<file path="config.mk">
export PLATFORM = sky130hd
export DESIGN_NAME = bfsa_ctrl
export DESIGN_NICKNAME = d
export VERILOG_FILES = /design/src/design/bfsa_pkg.sv /design/src/design/bfsa_ctrl.sv
export SDC_FILE = /design/constraint.sdc
export NUM_CORES = 1
export LEC_CHECK = 0
export ABC_CLOCK_PERIOD_IN_PS = 1400
export BUFFER_PORTS_ARGS = -buffer_cell sky130_fd_sc_hd__buf_4
export CELL_PAD_IN_SITES_DETAIL_PLACEMENT = 1
export CELL_PAD_IN_SITES_GLOBAL_PLACEMENT = 1
export CORE_MARGIN = 4
export CORE_UTILIZATION = 30
export CTS_BUF_LIST = sky130_fd_sc_hd__clkbuf_4 sky130_fd_sc_hd__clkbuf_8
export CTS_CLUSTER_SIZE = 20
export DETAILED_ROUTE_END_ITERATION = 6
export PLACE_DENSITY_LB_ADDON = 0.3
export RECOVER_POWER = 25
export SYNTH_ARGS = -nofsm -noshare
export SYNTH_HDL_FRONTEND = slang
export SYNTH_SLANG_ARGS = --single-unit
</file>
<file path="constraint.sdc">
create_clock -name clock -period 1.4 [get_ports clock]
set_input_delay 0.07 -clock clock [delete_from_list [all_inputs] [get_ports clock]]
set_output_delay 0.07 -clock clock [all_outputs]
set_load 0.02 [all_outputs]
</file>
<file path="src/design/bfsa_pkg.sv">
// Shared types, widths and codes for the best-fit segment allocator.
`default_nettype none
package bfsa_pkg;

   // Table geometry and field widths.
   localparam int MAX_SEG = 32;
   localparam int IDX_W   = $clog2(MAX_SEG);
   localparam int CNT_W   = $clog2(MAX_SEG + 1);
   localparam int ID_W    = 16;
   localparam int OWN_W   = ID_W + 1;
   localparam int LEN_W   = 16;
   localparam int ST_W    = 3;

   localparam logic [OWN_W-1:0] FREE_TAG  = {1'b1, {ID_W{1'b0}}};
   localparam logic [LEN_W-1:0] RESET_MEM = LEN_W'(256);

   // Result status codes.
   localparam logic [ST_W-1:0] ST_ALLOC   = 3'd0;
   localparam logic [ST_W-1:0] ST_COMPACT = 3'd1;
   localparam logic [ST_W-1:0] ST_FREED   = 3'd2;
   localparam logic [ST_W-1:0] ST_NOSPACE = 3'd3;
   localparam logic [ST_W-1:0] ST_IDNF    = 3'd4;
   localparam logic [ST_W-1:0] ST_FULL    = 3'd5;

   // Datapath operation codes.
   localparam int OP_W = 4;
   localparam logic [OP_W-1:0] OP_NONE  = 4'd0;
   localparam logic [OP_W-1:0] OP_LATCH = 4'd1;
   localparam logic [OP_W-1:0] OP_SCAN  = 4'd2;
   localparam logic [OP_W-1:0] OP_ADV   = 4'd3;
   localparam logic [OP_W-1:0] OP_PLACE = 4'd4;
   localparam logic [OP_W-1:0] OP_CINIT = 4'd5;
   localparam logic [OP_W-1:0] OP_CSTEP = 4'd6;
   localparam logic [OP_W-1:0] OP_CAPND = 4'd7;
   localparam logic [OP_W-1:0] OP_RMARK = 4'd8;
   localparam logic [OP_W-1:0] OP_MNEXT = 4'd9;
   localparam logic [OP_W-1:0] OP_MPREV = 4'd10;
   localparam logic [OP_W-1:0] OP_AVGZ  = 4'd11;
   localparam logic [OP_W-1:0] OP_DIVGO = 4'd12;
   localparam logic [OP_W-1:0] OP_LOAD  = 4'd13;

   // Table read address selection.
   localparam logic [1:0] RD_PTR  = 2'd0;
   localparam logic [1:0] RD_NEXT = 2'd1;
   localparam logic [1:0] RD_PREV = 2'd2;

   typedef struct packed {
      logic [OP_W-1:0] op;
      logic [1:0]      rd_sel;
      logic            st_we;
      logic [ST_W-1:0] st;
   } cmd_type;

   typedef struct packed {
      logic mode;
      logic req_zero;
      logic at_end;
      logic next_ok;
      logic prev_ok;
      logic rd_free;
      logic id_match;
      logic found;
      logic exact;
      logic full;
      logic short_free;
      logic holes_zero;
      logic div_done;
      logic rsp_valid;
   } sts_type;

endpackage
`default_nettype wire

</file>
<file path="src/design/bfsa_ctrl.sv">
// Controller state machine that sequences each item through the datapath.
`default_nettype none
module bfsa_ctrl
   import bfsa_pkg::*;
(
   input  wire logic    clock,
   input  wire logic    reset,
   input  wire logic    in_valid,
   output logic         in_stall,
   input  wire logic    out_stall,
   input  wire sts_type sts,
   output cmd_type      cmd
);

   localparam logic [3:0] S_IDLE  = 4'd0;
   localparam logic [3:0] S_DISP  = 4'd1;
   localparam logic [3:0] S_SCAN  = 4'd2;
   localparam logic [3:0] S_SEND  = 4'd3;
   localparam logic [3:0] S_COMP  = 4'd4;
   localparam logic [3:0] S_CPLC  = 4'd5;
   localparam logic [3:0] S_RFIND = 4'd6;
   localparam logic [3:0] S_RNEXT = 4'd7;
   localparam logic [3:0] S_RPREV = 4'd8;
   localparam logic [3:0] S_STAT  = 4'd9;
   localparam logic [3:0] S_DIVW  = 4'd10;
   localparam logic [3:0] S_DONE  = 4'd11;

   logic [3:0] state_ff, state_in;

   // Next state and datapath command.
   always_comb begin
      state_in   = state_ff;
      cmd.op     = OP_NONE;
      cmd.rd_sel = RD_PTR;
      cmd.st_we  = 1'b0;
      cmd.st     = ST_ALLOC;
      unique case (state_ff)
         S_IDLE: begin
            if (in_valid) begin
               cmd.op   = OP_LATCH;
               state_in = S_DISP;
            end
         end
         S_DISP: begin
            if (sts.mode) begin
               state_in = S_RFIND;
            end else if (sts.req_zero) begin
               cmd.st_we = 1'b1;
               cmd.st    = ST_NOSPACE;
               state_in  = S_STAT;
            end else begin
               state_in = S_SCAN;
            end
         end
         S_SCAN: begin
            if (sts.at_end) begin
               state_in = S_SEND;
            end else begin
               cmd.op = OP_SCAN;
            end
         end
         S_SEND: begin
            cmd.st_we = 1'b1;
            state_in  = S_STAT;
            if (sts.found) begin
               if (!sts.exact && sts.full) begin
                  cmd.st = ST_FULL;
               end else begin
                  cmd.op = OP_PLACE;
                  cmd.st = ST_ALLOC;
               end
            end else if (sts.short_free) begin
               cmd.st = ST_NOSPACE;
            end else begin
               cmd.st_we = 1'b0;
               cmd.op    = OP_CINIT;
               state_in  = S_COMP;
            end
         end
         S_COMP: begin
            if (sts.at_end) begin
               cmd.op   = OP_CAPND;
               state_in = S_CPLC;
            end else begin
               cmd.op = OP_CSTEP;
            end
         end
         S_CPLC: begin
            cmd.op    = OP_PLACE;
            cmd.st_we = 1'b1;
            cmd.st    = ST_COMPACT;
            state_in  = S_STAT;
         end
         S_RFIND: begin
            if (sts.at_end) begin
               cmd.st_we = 1'b1;
               cmd.st    = ST_IDNF;
               state_in  = S_STAT;
            end else if (sts.id_match) begin
               cmd.op    = OP_RMARK;
               cmd.st_we = 1'b1;
               cmd.st    = ST_FREED;
               state_in  = S_RNEXT;
            end else begin
               cmd.op = OP_ADV;
            end
         end
         S_RNEXT: begin
            cmd.rd_sel = RD_NEXT;
            if (sts.next_ok && sts.rd_free) begin
               cmd.op = OP_MNEXT;
            end
            state_in = S_RPREV;
         end
         S_RPREV: begin
            cmd.rd_sel = RD_PREV;
            if (sts.prev_ok && sts.rd_free) begin
               cmd.op = OP_MPREV;
            end
            state_in = S_STAT;
         end
         S_STAT: begin
            if (sts.holes_zero) begin
               cmd.op   = OP_AVGZ;
               state_in = S_DONE;
            end else begin
               cmd.op   = OP_DIVGO;
               state_in = S_DIVW;
            end
         end
         S_DIVW: begin
            if (sts.div_done) begin
               state_in = S_DONE;
            end
         end
         S_DONE: begin
            if (!sts.rsp_valid || !out_stall) begin
               cmd.op   = OP_LOAD;
               state_in = S_IDLE;
            end
         end
         default: state_in = S_IDLE;
      endcase
   end

   always_ff @(posedge clock) begin
      if (reset) begin
         state_ff <= S_IDLE;
      end else begin
         state_ff <= state_in;
      end
   end

   assign in_stall = state_ff != S_IDLE;

endmodule
`default_nettype wire

</file>
==> summary.txt <==
Routing
  • DRT Pass-1 Iters: 4
  • Final ANT Viol Nets: 0
  • Vias after detailed routing: 1169
  • WL met3: 290 microns
  • Top layer in use: met4
  • M1 WL: 1680 microns
  • DR iter-0 viols: 46
  • DRC Markers: 0
  • DRT Wirelength: 4540 microns
  • Vias/cell: 6.06
  • Drt wl/cell: 23.5 microns
  • Routed wl met2: 2260 microns

Timing
  • # setup viols final: 12
  • Post-layout min period: 1620 ps
  • Max Fclk: 617 MHz
  • Worst slew pin tran: 441 ps
  • Final period utilization: 116%
  • Final WS setup: -219 ps
  • Final Slew Violations: 0
  • RSZ-0062 raised after global routing: yes
  • Hold_ws: 13.3 ps
  • Clock skew: 25.0 ps
  • Slew Limit Headroom: 70.1%
  • Final Hold Fails: 0

Cells and area
  • # diodes: 0
  • Share of cells above drive strength 1: 64.2%
  • Util after Layout: 64.5%
  • Fin cells: 193
  • Final instance area: 1450 sq um
  • Final #Nets: 185
  • Largest register FFs: 4
  • Largest registers: state_ff x4
  • Commonest cells after routing, fill and taps aside: 49 x buf_4, 16 x buf_6, 10 x nor2_1, 10 x nand2_1, 6 x a21oi_1
  • Largest Register: state_ff
  • Area Growth Syn to Fin: 99.3%
  • Commonest non-fill, non-tap cell in the layout: buf_4

Global route
  • GRT Overall Usage: 24.9%
  • Global route total overflow: 0
  • Antenna violations before repair: 0
  • Via count of the first global-routing pass: 1199
  • Largest net degree at the start of global routing: 10
  • First-pass GRT wire length: 6200 microns

Power and ir drop
  • Max VDD drop: 1440 uV
  • P_leak: 0.632 nW
  • Pwr/cell area: 1950 nW/um^2
  • Final Power: 2.84 mW

Yosys
  • Sequential share of the synthesized area: 11.0%
  • Mapped cell area: 729 sq um
  • Mapped Avg Cell Area: 6.95 sq um
  • Cell taking the most area after synthesis: dfxtp_1
  • Synth top area cells: dfxtp_1 11%, nand2_1 6.7%, a21oi_1 6.2%
  • Top cell type's share of synthesized area: 11.0%
  • Distinct cells, synth: 40
  • Synth Net Count: 123
  • Post-Syn Instances: 105
  • Seq cells post-synth: 4
  • Syn. warnings: 0

Die
  • Core ar.: 2250 sq um
  • Std cell rows: 17
  • Die H: 57.3 microns
  • Die Wd: 57.3 microns
  • Die area: 3280 sq um
  • Ports: 29
  • Initial Util: 32.4%

Place
  • HPWL Detailed: 2330 microns
  • Routability congestion estimate: 0.900
  • Placed cells: 175
  • Cell Area, Placed: 1080 sq um
  • PortBufs: 28

Job
  • Max Cap Violations: 0

CTS
  • Root buf cell: clkbuf_4
  • CTS tree: built
  • Max Root-Sink Buffers: 2
  • CTS buffer count: 3
  • Skew-Pair Late Insertion Delay: 260 ps
  • H-Tree Depth: 1
  • CTS sink cnt: 4
  • Hold buffers post-CTS: 0
  • Clock-pin slew on the worst setup and hold paths: 60 ps

Worst hold path
  • Hold Crit Class: in -> reg

Outcome
  • Status: finished, violations left
  • Failing checks: setup timing

Critical path
  • Cells along the critical path: buf_4 > nor3_4 > nand3b_1 > o211ai_1 > buf_4
  • Worst-path maximum fanout: 6
  • Cell mode on critical path: buf_4
  • Worst setup SP type: flip-flop
  • Critical Path RT: 1330 ps
  • Worst setup path class: reg -> out
  • Slowest stage cell, crit path: dfxtp_4
  • CP endpoint kind: primary output
  • CP peak stage delay: 380 ps
  • CP arrival: 1550 ps
## layer usage
| metal | track usage (%) | vias up |
|---|---|---|
| met5 | 0 | - |
| met4 | 13.2 | 0 |
| met3 | 4.98 | 28 |
| met2 | 46.8 | 66 |
| met1 | 25.5 | 571 |
| li1 | - | 504 |
## power by group
| part | internal [mW] | switching, mW |
|---|---|---|
| clock | 0.0976 | 0.0706 |
| sequential | 0.177 | 0.0743 |
| combinational | 1.20 | 1.23 |
## cells by family after synthesis
kind of cell | count (synthesis) | synth area share [%]
AND/OR/NAND/NOR | 52 | 39.6
AO/OA/AOI/OAI | 32 | 30.5
buffers and inverters | 12 | 11.0
multiplexers | 5 | 7.89
flip-flops | 4 | 11.0
## what timing repair did
action	CTS	global route
gates resized for setup	39	20
endpoints found under the setup margin	13	14
buffers inserted	10	7
pin swaps	14	8
## worst paths after layout
check                                  from          end  slack [ps]  depth (start not counted)
worst max-delay path            state_ff[0]       cmd[9]        -220                          5
worst min-delay path                  reset  state_ff[0]          10                          2
worst max register to register  state_ff[2]  state_ff[3]        -160                          6
worst min register to register  state_ff[3]  state_ff[2]         670                          3
## Yosys cell counts
| library cell | count |
|---|---|
| a211oi_2 | 2 |
| a21bo_2 | 1 |
| a21oi_1 | 9 |
| a221oi_1 | 1 |
| a22oi_1 | 1 |
| a31oi_1 | 1 |
| and2_1 | 2 |
| and3b_1 | 2 |
| buf_2 | 1 |
| buf_4 | 4 |
| buf_6 | 1 |
| buf_8 | 1 |
| clkbuf_1 | 2 |
| dfxtp_1 | 4 |
| inv_1 | 3 |
| mux2_1 | 1 |
| mux2_2 | 1 |
| mux2_4 | 1 |
| mux2i_1 | 2 |
| nand2_1 | 13 |
| nand2b_1 | 6 |
| nand3_1 | 2 |
| nand3b_1 | 2 |
| nand4_2 | 1 |
| nand4b_1 | 1 |
| nor2_1 | 12 |
| nor2b_1 | 1 |
| nor2b_4 | 1 |
| nor3_1 | 5 |
| nor3_2 | 1 |
| nor3b_1 | 1 |
| nor4_1 | 1 |
| nor4_2 | 1 |
| o211ai_1 | 3 |
| o211ai_2 | 1 |
| o21ai_0 | 6 |
| o21ai_1 | 1 |
| o311ai_1 | 1 |
| o31ai_1 | 2 |
| o32ai_1 | 3 |
## critical path, delay by kind of cell, from the launching register on
family,cells,cell delay [ps]
buf+inv,2,330
flops,1,380
simple gates,2,440
compound gates,1,140
## metrics by stage
stage / setup WS (ps) / setup TNS (ps)
final: -219 / -1780
after global routing: -292 / -2410
after CTS: -119 / -613
after detailed placement: -68.3 / -179
after global placement: -61.4 / -61.4
after floorplan: 34.5 / 0
## area by class of cell
class | count | area, sq um
clock buffer | 3 | 22.5
fill | 280 | 801
multi-input combinational | 89 | 724
timing repair buffer | 66 | 568
inverter | 3 | 11.3
tap | 28 | 35.0
sequential | 4 | 92.6
No activity file was read; power rests on OpenSTA's default activity.
